## config.mk

```make
export PLATFORM = sky130hd
export DESIGN_NAME = cpu_condition_code_unit_flat
export DESIGN_NICKNAME = d
export VERILOG_FILES = /design/src/sv/ccu_pkg.sv /design/src/sv/ccu_if.sv /design/src/sv/cpu_condition_code_unit.sv /design/src/sv/ccu_flag_logic.sv /design/src/flat_wrapper.sv
export SDC_FILE = /design/constraint.sdc
export NUM_CORES = 1
export LEC_CHECK = 0
export ABC_AREA = 1
export ABC_CLOCK_PERIOD_IN_PS = 8800
export BUFFER_PORTS_ARGS = -buffer_cell sky130_fd_sc_hd__buf_4
export CORE_ASPECT_RATIO = 0.5
export CORE_MARGIN = 10
export CORE_UTILIZATION = 56
export DETAILED_ROUTE_END_ITERATION = 8
export PLACE_DENSITY_LB_ADDON = 0.3
export SETUP_SLACK_MARGIN = 0.15
export SYNTH_ARGS = -nofsm -noshare
export SYNTH_HDL_FRONTEND = slang
export SYNTH_SLANG_ARGS = --single-unit
```

## constraint.sdc

```tcl
create_clock -name clock -period 8.8 [get_ports clock]
set_input_delay 2.2 -clock clock [delete_from_list [all_inputs] [get_ports clock]]
set_output_delay 2.2 -clock clock [all_outputs]
set_load 0.05 [all_outputs]
```

## src/sv/ccu_pkg.sv

```systemverilog
// Shared types, codes, flag constants and helper functions of the condition code unit.
`timescale 1ns / 1ps
`default_nettype none

package ccu_pkg;

   // Flag positions inside the five-bit condition code register.
   localparam logic [4:0] FLAG_X = 5'h10;
   localparam logic [4:0] FLAG_N = 5'h08;
   localparam logic [4:0] FLAG_Z = 5'h04;
   localparam logic [4:0] FLAG_V = 5'h02;
   localparam logic [4:0] FLAG_C = 5'h01;

   // Update kinds carried by a request transaction.
   typedef enum logic [4:0] {
      OP_HOLD      = 5'd0,
      OP_SETZ      = 5'd1,
      OP_SETXC     = 5'd2,
      OP_SETC      = 5'd3,
      OP_SETV      = 5'd4,
      OP_SETN      = 5'd5,
      OP_Z_ONLY    = 5'd6,
      OP_CLEARVC   = 5'd7,
      OP_NZVC      = 5'd8,
      OP_VC        = 5'd9,
      OP_ADD       = 5'd10,
      OP_SUB       = 5'd11,
      OP_ADDX      = 5'd12,
      OP_SUBX      = 5'd13,
      OP_NEG       = 5'd14,
      OP_NEGX      = 5'd15,
      OP_CMP       = 5'd16,
      OP_SHIFTZERO = 5'd17,
      OP_SHIFT     = 5'd18,
      OP_ROTATE    = 5'd19,
      OP_ROTATEX   = 5'd20,
      OP_NZ00      = 5'd21,
      OP_ABS       = 5'd22
   } op_type;

   // Condition codes tested against the new flags.
   typedef enum logic [3:0] {
      COND_T  = 4'd0,
      COND_F  = 4'd1,
      COND_HI = 4'd2,
      COND_LS = 4'd3,
      COND_CC = 4'd4,
      COND_CS = 4'd5,
      COND_NE = 4'd6,
      COND_EQ = 4'd7,
      COND_VC = 4'd8,
      COND_VS = 4'd9,
      COND_PL = 4'd10,
      COND_MI = 4'd11,
      COND_GE = 4'd12,
      COND_LT = 4'd13,
      COND_GT = 4'd14,
      COND_LE = 4'd15
   } cond_type;

   // Operand sizes for the sized N/Z update.
   typedef enum logic [1:0] {
      SIZE_BYTE = 2'd0,
      SIZE_WORD = 2'd1,
      SIZE_LONG = 2'd2,
      SIZE_QUAD = 2'd3
   } size_type;

   // Flag tables indexed by {result_msb, dest_msb, src_msb}.
   localparam logic [4:0] ADD_XNVC [8] = '{5'h00, 5'h11, 5'h11, 5'h13,
                                           5'h0a, 5'h08, 5'h08, 5'h19};
   localparam logic [4:0] SUB_XNVC [8] = '{5'h00, 5'h11, 5'h02, 5'h00,
                                           5'h19, 5'h1b, 5'h08, 5'h19};
   localparam logic [4:0] SUB_NVC  [8] = '{5'h00, 5'h01, 5'h02, 5'h00,
                                           5'h09, 5'h0b, 5'h08, 5'h09};

   // Payload of a request transaction.
   typedef struct packed {
      logic [4:0]  op;
      logic        zero_in;
      logic        result_msb;
      logic        dest_msb;
      logic        src_msb;
      logic        neg_in;
      logic        ovf_in;
      logic        carry_in;
      logic [63:0] result_value;
      logic [1:0]  result_size;
      logic [3:0]  cond;
   } req_type;

   // Payload of a response transaction.
   typedef struct packed {
      logic [4:0] ccr_out;
      logic       cond_true;
   } rsp_type;

   // Negative wins over zero when both are reported.
   function automatic logic [4:0] nz_prio(input logic n, input logic z);
      logic [4:0] f;
      f = n ? FLAG_N : (z ? FLAG_Z : 5'h00);
      return f;
   endfunction

   // Evaluates a condition code against a set of flags.
   function automatic logic eval_cond(input logic [4:0] f, input logic [3:0] cc);
      logic c;
      logic v;
      logic z;
      logic n;
      logic r;
      c = f[0];
      v = f[1];
      z = f[2];
      n = f[3];
      case (cond_type'(cc))
         COND_T:  r = 1'b1;
         COND_F:  r = 1'b0;
         COND_HI: r = !c && !z;
         COND_LS: r = c || z;
         COND_CC: r = !c;
         COND_CS: r = c;
         COND_NE: r = !z;
         COND_EQ: r = z;
         COND_VC: r = !v;
         COND_VS: r = v;
         COND_PL: r = !n;
         COND_MI: r = n;
         COND_GE: r = (n == v);
         COND_LT: r = (n != v);
         COND_GT: r = !z && (n == v);
         COND_LE: r = z || (n != v);
         default: r = 1'b0;
      endcase
      return r;
   endfunction

endpackage

`default_nettype wire

```

## src/sv/ccu_if.sv

```systemverilog
// Valid/ready channel interfaces for the request and response sides.
`timescale 1ns / 1ps
`default_nettype none

interface ccu_req_if;
   logic             valid;
   logic             ready;
   ccu_pkg::req_type payload;

   modport source (output valid, output payload, input ready);
   modport sink   (input valid, input payload, output ready);
endinterface

interface ccu_rsp_if;
   logic             valid;
   logic             ready;
   ccu_pkg::rsp_type payload;

   modport source (output valid, output payload, input ready);
   modport sink   (input valid, input payload, output ready);
endinterface

`default_nettype wire

```

## src/sv/cpu_condition_code_unit.sv

```systemverilog
// Top level of the condition code unit: input register, flag update, result register.
//
//   channel  direction  handshake          payload
//   req_if   in         valid / ready      op, flag inputs, result_value, size, cond
//   rsp_if   out        valid / ready      ccr_out, cond_true
//
// A request transaction is captured in the input register and its response is then
// loaded into the response register; one transaction per cycle is sustained while
// rsp_if.ready is high. The flag and response registers load together when the input
// stage moves forward. Reset clears the flags to zero and empties both stages.
// A stalled response holds the input stage, which in turn drops req_if.ready once full.
`timescale 1ns / 1ps
`default_nettype none

module cpu_condition_code_unit (
   input wire logic  clock,
   input wire logic  reset,
   ccu_req_if.sink   req_if,
   ccu_rsp_if.source rsp_if
);

   logic             in_valid_ff;
   logic             in_valid_in;
   ccu_pkg::req_type in_data_ff;
   ccu_pkg::req_type in_data_in;
   logic             rsp_valid_ff;
   logic             rsp_valid_in;
   ccu_pkg::rsp_type rsp_data_ff;
   ccu_pkg::rsp_type rsp_data_in;
   logic [4:0]       ccr_ff;
   logic [4:0]       ccr_in;
   logic [4:0]       ccr_next;
   logic             cond_true;
   logic             advance;
   logic             req_take;

   // Flag update on the registered transaction.
   ccu_flag_logic u_flag_logic (
      .ccr_cur   (ccr_ff),
      .req       (in_data_ff),
      .ccr_next  (ccr_next),
      .cond_true (cond_true)
   );

   // Stage control: the input stage moves when the response register is free.
   assign advance       = in_valid_ff && (!rsp_valid_ff || rsp_if.ready);
   assign req_if.ready  = !in_valid_ff || advance;
   assign req_take      = req_if.valid && req_if.ready;
   assign rsp_if.valid  = rsp_valid_ff;
   assign rsp_if.payload = rsp_data_ff;

   // Next values of the stage registers.
   always_comb begin
      in_valid_in  = in_valid_ff;
      in_data_in   = in_data_ff;
      rsp_valid_in = rsp_valid_ff;
      rsp_data_in  = rsp_data_ff;
      ccr_in       = ccr_ff;
      if (rsp_valid_ff && rsp_if.ready) begin
         rsp_valid_in = 1'b0;
      end
      if (advance) begin
         in_valid_in           = 1'b0;
         rsp_valid_in          = 1'b1;
         rsp_data_in.ccr_out   = ccr_next;
         rsp_data_in.cond_true = cond_true;
         ccr_in                = ccr_next;
      end
      if (req_take) begin
         in_valid_in = 1'b1;
         in_data_in  = req_if.payload;
      end
   end

   // Control and flag registers.
   always_ff @(posedge clock) begin
      if (reset) begin
         in_valid_ff  <= 1'b0;
         rsp_valid_ff <= 1'b0;
         ccr_ff       <= 5'h00;
      end else begin
         in_valid_ff  <= in_valid_in;
         rsp_valid_ff <= rsp_valid_in;
         ccr_ff       <= ccr_in;
      end
   end

   // Payload registers.
   always_ff @(posedge clock) begin
      in_data_ff  <= in_data_in;
      rsp_data_ff <= rsp_data_in;
   end

   // The flags only change when a transaction moves into the response register.
   a_ccr_stable_on_stall: assert property (@(posedge clock) disable iff (reset)
      (rsp_valid_ff && !rsp_if.ready) |=> $stable(ccr_ff))
      else $error("flags changed while the response was stalled");

   // A pending response always shows the current flag register.
   a_rsp_matches_ccr: assert property (@(posedge clock) disable iff (reset)
      rsp_valid_ff |-> (rsp_data_ff.ccr_out == ccr_ff))
      else $error("response flags differ from the flag register");

   // A hold transaction leaves the flags unchanged.
   a_hold_keeps_flags: assert property (@(posedge clock) disable iff (reset)
      (advance && (in_data_ff.op == ccu_pkg::OP_HOLD)) |=> $stable(ccr_ff))
      else $error("hold transaction changed the flags");

   // Reset leaves empty stages and cleared flags.
   a_reset_state: assert property (@(posedge clock)
      reset |=> (ccr_ff == 5'h00) && !rsp_valid_ff && !in_valid_ff)
      else $error("state not cleared by reset");

endmodule

`default_nettype wire

```

## src/sv/ccu_flag_logic.sv

```systemverilog
// Combinational flag update and condition evaluation for one transaction.
`timescale 1ns / 1ps
`default_nettype none

module ccu_flag_logic (
   input  wire logic [4:0]       ccr_cur,
   input  wire ccu_pkg::req_type req,
   output logic [4:0]            ccr_next,
   output logic                  cond_true
);

   logic [2:0] idx;
   logic       sized_sign;
   logic       sized_zero;
   logic [4:0] f;
   logic [4:0] keep_x;
   logic [4:0] z_flag;
   logic [4:0] z_sticky;

   assign idx      = {req.result_msb, req.dest_msb, req.src_msb};
   assign keep_x   = ccr_cur & ccu_pkg::FLAG_X;
   assign z_flag   = req.zero_in ? ccu_pkg::FLAG_Z : 5'h00;
   // Extended arithmetic can only clear Z, never set it.
   assign z_sticky = req.zero_in ? (ccr_cur & ccu_pkg::FLAG_Z) : 5'h00;

   // Sign and zero of the result at the selected size.
   always_comb begin
      case (ccu_pkg::size_type'(req.result_size))
         ccu_pkg::SIZE_BYTE: begin
            sized_sign = req.result_value[7];
            sized_zero = (req.result_value[7:0] == 8'h00);
         end
         ccu_pkg::SIZE_WORD: begin
            sized_sign = req.result_value[15];
            sized_zero = (req.result_value[15:0] == 16'h0000);
         end
         ccu_pkg::SIZE_LONG: begin
            sized_sign = req.result_value[31];
            sized_zero = (req.result_value[31:0] == 32'h0000_0000);
         end
         default: begin
            sized_sign = req.result_value[63];
            sized_zero = (req.result_value == 64'h0);
         end
      endcase
   end

   // Next flag value for each update kind; unknown kinds hold the flags.
   always_comb begin
      f = ccr_cur;
      case (ccu_pkg::op_type'(req.op))
         ccu_pkg::OP_SETZ, ccu_pkg::OP_Z_ONLY: begin
            f = (ccr_cur & ~ccu_pkg::FLAG_Z) | z_flag;
         end
         ccu_pkg::OP_SETXC: begin
            f = (ccr_cur & ~(ccu_pkg::FLAG_X | ccu_pkg::FLAG_C))
              | (req.carry_in ? (ccu_pkg::FLAG_X | ccu_pkg::FLAG_C) : 5'h00);
         end
         ccu_pkg::OP_SETC: begin
            f = (ccr_cur & ~ccu_pkg::FLAG_C) | (req.carry_in ? ccu_pkg::FLAG_C : 5'h00);
         end
         ccu_pkg::OP_SETV: begin
            f = (ccr_cur & ~ccu_pkg::FLAG_V) | (req.ovf_in ? ccu_pkg::FLAG_V : 5'h00);
         end
         ccu_pkg::OP_SETN: begin
            f = (ccr_cur & ~ccu_pkg::FLAG_N) | (req.neg_in ? ccu_pkg::FLAG_N : 5'h00);
         end
         ccu_pkg::OP_CLEARVC: begin
            f = ccr_cur & ~(ccu_pkg::FLAG_V | ccu_pkg::FLAG_C);
         end
         ccu_pkg::OP_NZVC: begin
            f = keep_x | ccu_pkg::nz_prio(req.neg_in, req.zero_in)
              | (req.ovf_in ? ccu_pkg::FLAG_V : 5'h00)
              | (req.carry_in ? ccu_pkg::FLAG_C : 5'h00);
         end
         ccu_pkg::OP_VC: begin
            f = (ccr_cur & ~(ccu_pkg::FLAG_V | ccu_pkg::FLAG_C))
              | (req.ovf_in ? ccu_pkg::FLAG_V : 5'h00)
              | (req.carry_in ? ccu_pkg::FLAG_C : 5'h00);
         end
         ccu_pkg::OP_ADD:  f = z_flag | ccu_pkg::ADD_XNVC[idx];
         ccu_pkg::OP_SUB:  f = z_flag | ccu_pkg::SUB_XNVC[idx];
         ccu_pkg::OP_ADDX: f = z_sticky | ccu_pkg::ADD_XNVC[idx];
         ccu_pkg::OP_SUBX: f = z_sticky | ccu_pkg::SUB_XNVC[idx];
         ccu_pkg::OP_NEG: begin
            if (req.zero_in) begin
               f = ccu_pkg::FLAG_Z;
            end else begin
               f = ccu_pkg::FLAG_X | ccu_pkg::FLAG_C
                 | (req.result_msb ? ccu_pkg::FLAG_N : 5'h00)
                 | ((req.result_msb && req.dest_msb) ? ccu_pkg::FLAG_V : 5'h00);
            end
         end
         ccu_pkg::OP_NEGX: begin
            f = z_sticky;
            if (req.dest_msb || req.result_msb) begin
               f = z_sticky | ccu_pkg::FLAG_X | ccu_pkg::FLAG_C
                 | (req.result_msb ? ccu_pkg::FLAG_N : 5'h00)
                 | ((req.result_msb && req.dest_msb) ? ccu_pkg::FLAG_V : 5'h00);
            end
         end
         ccu_pkg::OP_CMP: begin
            f = keep_x | z_flag | ccu_pkg::SUB_NVC[idx];
         end
         ccu_pkg::OP_SHIFTZERO: begin
            f = keep_x | ccu_pkg::nz_prio(req.result_msb, req.zero_in);
         end
         ccu_pkg::OP_SHIFT: begin
            f = ccu_pkg::nz_prio(req.result_msb, req.zero_in)
              | (req.ovf_in ? ccu_pkg::FLAG_V : 5'h00)
              | (req.carry_in ? (ccu_pkg::FLAG_X | ccu_pkg::FLAG_C) : 5'h00);
         end
         ccu_pkg::OP_ROTATE: begin
            f = keep_x | ccu_pkg::nz_prio(req.result_msb, req.zero_in)
              | (req.carry_in ? ccu_pkg::FLAG_C : 5'h00);
         end
         ccu_pkg::OP_ROTATEX: begin
            f = z_flag | (req.result_msb ? ccu_pkg::FLAG_N : 5'h00)
              | (req.carry_in ? (ccu_pkg::FLAG_X | ccu_pkg::FLAG_C) : 5'h00);
         end
         ccu_pkg::OP_NZ00: begin
            f = keep_x | ccu_pkg::nz_prio(sized_sign, sized_zero);
         end
         ccu_pkg::OP_ABS: begin
            f = keep_x | (req.neg_in ? ccu_pkg::FLAG_N : 5'h00) | z_flag
              | (req.ovf_in ? ccu_pkg::FLAG_V : 5'h00)
              | (req.carry_in ? ccu_pkg::FLAG_C : 5'h00);
         end
         default: f = ccr_cur;
      endcase
   end

   assign ccr_next  = f;
   assign cond_true = ccu_pkg::eval_cond(f, req.cond);

endmodule

`default_nettype wire
```

## src/flat_wrapper.sv

```systemverilog
// flat-port wrapper written by rule: the top's interface ports become plain ports
module cpu_condition_code_unit_flat 
  (clock, reset, req_if_valid, req_if_payload, req_if_ready, rsp_if_valid, rsp_if_payload, rsp_if_ready);
  ccu_req_if req_if_i ();
  ccu_rsp_if rsp_if_i ();
  input wire logic clock;
  input wire logic reset;
  input wire logic [$bits(req_if_i.valid)-1:0] req_if_valid;
  input wire logic [$bits(req_if_i.payload)-1:0] req_if_payload;
  output wire logic [$bits(req_if_i.ready)-1:0] req_if_ready;
  output wire logic [$bits(rsp_if_i.valid)-1:0] rsp_if_valid;
  output wire logic [$bits(rsp_if_i.payload)-1:0] rsp_if_payload;
  input wire logic [$bits(rsp_if_i.ready)-1:0] rsp_if_ready;
  assign req_if_i.valid = req_if_valid;
  assign req_if_i.payload = req_if_payload;
  assign req_if_ready = req_if_i.ready;
  assign rsp_if_valid = rsp_if_i.valid;
  assign rsp_if_payload = rsp_if_i.payload;
  assign rsp_if_i.ready = rsp_if_ready;
  cpu_condition_code_unit u_core (.clock(clock), .reset(reset), .req_if(req_if_i), .rsp_if(rsp_if_i));
endmodule
```

# Word-level counts from Yosys, hierarchy flattened
# Memories as Yosys holds them, arrays and structs flattened.
# Index checks and enable logic that the tools add are counted.
[totals]
wordCells = 146
output_inout_bits = 8
rom_bits = 120
register_bits = 95
n_memories = 3
input_bits = 86
[memory_table]
columns = ["name", "words", "word_bits", "rd", "rd_ports_with_merged_regs", "write_ports", "line_no", "source"]
rows = [
  ["(no name shown)", 8, 5, 1, 0, 0, "ccu_flag_logic.sv:103", "f = keep_x | z_flag | ccu_pkg::SUB_NVC[idx];"],
  ["(no name shown)", 8, 5, 1, 0, 0, "ccu_flag_logic.sv:84", "ccu_pkg::OP_SUBX: f = z_sticky | ccu_pkg::SUB_XNVC[idx];"],
  ["(no name shown)", 8, 5, 1, 0, 0, "ccu_flag_logic.sv:83", "ccu_pkg::OP_ADDX: f = z_sticky | ccu_pkg::ADD_XNVC[idx];"],
]
[classes]
n_mux = 28
eq_ne = 41
order_cmp = 1
reduce_logical = 26
bitwise_logic = 31
[op_table]
columns = ["cell", "n"]
rows = [
  ["one-hot mux 5 bit (21 select lines)", 1],
  ["OR 5 bit", 18],
  ["zero test 64 bit", 1],
  ["2-to-1 mux 5 bit", 10],
  ["equality test 5 x 4 -> 1 bit (second input constant)", 8],
  ["equality test 5 bit (second input constant)", 7],
  ["equality test 4 bit (second input constant)", 8],
  ["zero test 32 bit", 1],
  ["equality test 5 x 3 -> 1 bit (second input constant)", 4],
  ["equality test 4 x 3 -> 1 bit (second input constant)", 4],
  ["zero test 16 bit", 1],
  ["2-to-1 mux 4 bit", 4],
  ["one-hot mux 1 bit (16 select lines)", 1],
  ["OR 5 x 4 -> 5 bit", 3],
  ["equality test 5 x 2 -> 1 bit (second input constant)", 2],
  ["OR 3 x 5 -> 5 bit", 2],
  ["OR 4 x 5 -> 5 bit", 2],
  ["OR 5 x 2 -> 5 bit", 2],
  ["2-to-1 mux 3 bit", 3],
  ["equality test 4 x 2 -> 1 bit (second input constant)", 2],
  ["zero test 8 bit", 1],
  ["logical AND 1 bit", 6],
  ["zero test 1 bit", 6],
  ["one-hot mux 1 bit (3 select lines)", 2],
  ["18 further kinds", 28],
]

# Depth between registers and ports, before layout
[depth]
depth_word = 9
ltp_mapped = 17
depth_no_buf = 17

# Cells and area by module
# A second synthesis with hierarchy kept.
[hier_totals]
cells_unflattened = 480
area_unflattened_um2 = 4455.5
[by_module_without_submodules]
columns = ["mod", "seq_area_each_um2", "cells_per_inst", "instances", "area_per_inst_um2"]
rows = [
  ["cpu_condition_code_unit", 2782.7, 133, 1, 2980.4],
  ["ccu_flag_logic", 0.0, 347, 1, 1475.2],
]

# Worst setup path before layout
# OpenSTA, ideal clock, no wires.
[synth_path]
kind = "input -> output"
start = "input rsp_if_ready"
end = "output req_if_ready"
path_slack_ns = 3.940
n_path_buf = 0
stages = 2
arrival_time_ns = 2.660
required_ns = 6.600
cell_sequence = "inv_1 > nand3_1"
[synth_via]
elab_chain_len = 3
[synth_lines]
columns = ["element", "line_no", "source"]
rows = [
  ["start: declaration", "flat_wrapper.sv:13", "input wire logic [$bits(rsp_if_i.ready)-1:0] rsp_if_ready;"],
  ["logical OR 1 bit", "cpu_condition_code_unit.sv:46", "assign advance = in_valid_ff && (!rsp_valid_ff || rsp_if.ready);"],
  ["logical AND 1 bit", "cpu_condition_code_unit.sv:46", ""],
  ["logical OR 1 bit", "cpu_condition_code_unit.sv:47", "assign req_if.ready = !in_valid_ff || advance;"],
  ["end: declaration", "flat_wrapper.sv:10", "output wire logic [$bits(req_if_i.ready)-1:0] req_if_ready;"],
]
# Every way passes these cells.

# Worst setup path in the final report
# Ends and elaborated chain as after synthesis.

==> qor.yml <==
run_status:
  status: "complete, no violations"
place:
  dp.cells: 651
  port_buffers: 93
  place_hpwl_um: 8010
  gp_congestion: 0.951
critical_path:
  critPathBufInv: 3
  r2r_cells: 11
  worst_ep_required_time_ns: 6.60
  path_class: "input port to primary output"
  cp_slowest_cell: "buf_4"
  start_kind: "input port"
  path_delay_family: "buffers and inverters"
  cp_cell_sequence: "buf_4, inv_1, nand3_1, buf_4"
  reg2reg_to: "u_core.rsp_if.payload[0]"
  critPathMaxFanout: 3
  cp-end-kind: "primary output"
  crit_arrival_ns: 2.70
  rrSetupSlack_ns: 6.04
  r2r-start: "u_core.in_data_ff[81]"
  critPathMaxStageDelay_ns: 0.21
  cpMostUsedCell: "buf_4"
yosys:
  ys_warn_count: 0
  synth_nets: 541
  synthArstFlopShare_pct: 0
  synth_top_flop_cell: "edfxtp_1"
  synth-seq-cells: 95
  synth_area_mm2: 0.00442
  synth.avg_cell_area_um2: 9.71
  syn_inst: 455
  synth_edf_count: 88
  synth_cell_types: 29
  synth-seq-area-share_pct: 63.0
timing:
  maxSlewViolCount: 0
  final_hold_viol_count: 0
  finClkSkew_ns: 0.0140
  rsz0062_at_grt: "false"
  clock.fmax_mhz: 204
  fin_crit_sh_pct: 55.7
  min_period_ns: 4.90
  tightestPinTransition_ns: 0.978
  slew_headroom_pct: 34.8
  setup_viol_count_final: 0
  setup-tns-final_ns: 0
routing:
  drc: 0
  drt_iter0_drc: 379
  via_per_inst: 5.32
  ant_nets: 0
  post_drt_wl_per_cell_um: 15.9
  drt-pass1-iter-count: 5
  vias: 3549
  routed_wl_um: 10600
power_and_ir_drop:
  power.density_mw_per_mm2: 187
  p_leak_nw: 2.42
  peakVddDrop_mv: 0.151
  finalPower_mw: 1.03
worst_hold_path:
  hold_start: "u_core.rsp_if.valid"
  holdPathStages: 2
  hp-class: "flop to flop"
  hold-path-endpoint: "u_core.rsp_if.valid"
clock_tree:
  clk_pin_slew_ns: 0.08
  clock-root-buffer: "clkbuf_16"
  htreeDepth: 3
  holdBufCountCts: 0
  post-cts-setup-buffers: 0
  cts_buffers: 9
  clock_sinks: 95
  worstSkewPairLatency_ns: 0.35
  clk_path_buf_depth: 2
  cts.repair.resized: 0
  cts_tree: "built"
die:
  design.core.area_mm2: 0.00749
  start_util_pct: 59.0
  die_width_um: 146
  die_h_um: 82.8
  placementRows: 22
  ioPinCount: 94
  die-area_mm2: 0.0121
global_routing:
  grt_pass1_wl_um: 16700
  grt_start_max_net_pins: 83
  grt_usage_pct: 17.7
  grt_pass1_vias: 3418
  grt_antenna_before_repair: 0
  grt_overflow: 0
finish:
  num_antenna_cells: 0
  final_common_cell: "nand2_1"
  drive_above_1_share_pct: 24.0
  final_cell_count_no_fill: 667
  area_growth_pct: 24.9
  fin_nets: 640
  most-common-layout-cells: "107 x nand2_1, 94 x buf_4, 88 x edfxtp_1, 74 x nor2_1, 47 x nand3_1"
run:
  cap_viol_max_count: 0
layer usage:
metal | track usage [%] | vias to the layer above | share of wire, %
met2 | 30.5 | 173 | 49
met5 | 0 | - | 0
met3 | 6.33 | 16 | 9.9
met4 | 6.31 | 0 | 1.1
met1 | 20.6 | 1600 | 40
li1 | - | 1760 | -
area by class of cell:
cell class / instances / area [µm²]
Clock buffer: 9 / 225
Clock inverter: 7 / 66.3
Fill cell: 526 / 1970
Inverter: 41 / 154
Multi-Input combinational cell: 313 / 1450
Sequential cell: 95 / 2780
Tap cell: 108 / 135
Timing Repair Buffer: 94 / 706
worst register-to-register path, stage by stage (launching register included):
cell and delay [ns]:
edfxtp_1 0.73, inv_2 0.25, nand3_1 0.27, nand3_2 0.17, nor3_1 0.23, nand3_1 0.12, nand2_1 0.22, nand3_2 0.16
nand3_1 0.11, nand2_1 0.05, a21oi_1 0.11, nand3_1 0.08
per-stage QoR:
stage | hold slack, ns | area [µm²] | worst slack, ns | utilization (%)
after floorplan | 0.517 | 4420 | 3.94 | -
final | 0.546 | 5520 | 3.90 | 73.7
after global placement | 0.499 | 5230 | 3.93 | 69.8
after CTS | 0.546 | 5520 | 3.91 | 73.7
after detailed placement | 0.529 | 5230 | 3.91 | 69.8
after global routing | 0.577 | 5520 | 3.86 | 73.7
power by group:
part           total, mW  internal, mW  leakage [nW]  switching, mW
Combinational      0.118        0.0481          1.37         0.0698
Sequential         0.540         0.525         0.917         0.0149
Clock              0.373         0.197         0.142          0.176
Total               1.03         0.771          2.42          0.260
cells in the mapped netlist, types with 2 or more instances:
cell / n / share of area, %
inv_1: 36 / 3.1
nor3_1: 7 / 0.79
nor2_1: 74 / 6.3
a21boi_0: 2 / 0.34
nor2_4: 2 / 0.51
nand3_2: 4 / 0.91
nand3_1: 47 / 5.3
nand4_1: 12 / 1.7
nand2_1: 107 / 9.1
clkbuf_1: 2 / 0.17
dfxtp_1: 7 / 3.2
o21ai_0: 15 / 1.7
edfxtp_1: 88 / 60
and2_1: 2 / 0.28
nand2_2: 2 / 0.28
nor2_2: 8 / 1.1
nor4_1: 7 / 0.99
inv_2: 5 / 0.42
o21ai_1: 2 / 0.23
buf_2: 2 / 0.23
a21oi_1: 14 / 1.6
o211ai_1: 2 / 0.34
buf_4: 2 / 0.34
registers in the layout (all words and copies together), names as in the netlist:
signal	cells
u_core.rsp_if.valid	1
u_core.in_valid_ff	1
u_core.in_data_ff	82
u_core.rsp_if.payload	6
u_core.ccr_ff	5
kinds of logic after synthesis:
logic type	synth area share, %
flip-flops	63.0
AO/OA/AOI/OAI	4.82
buffers and inverters	4.22
AND/OR/NAND/NOR	28.0
how the worst max path moves through the flow:
stage                 start            to  slack (ns)  cells after the start
2_1_floorplan  rsp_if_ready  req_if_ready        3.94                      2
3_3_place_gp   rsp_if_ready  req_if_ready        3.93                      4
3_5_place_dp   rsp_if_ready  req_if_ready        3.91                      4
4_1_cts        rsp_if_ready  req_if_ready        3.91                      4
5_1_grt        rsp_if_ready  req_if_ready        3.86                      4
6_report       rsp_if_ready  req_if_ready        3.90                      4
(Power assumes the default switching activity.)
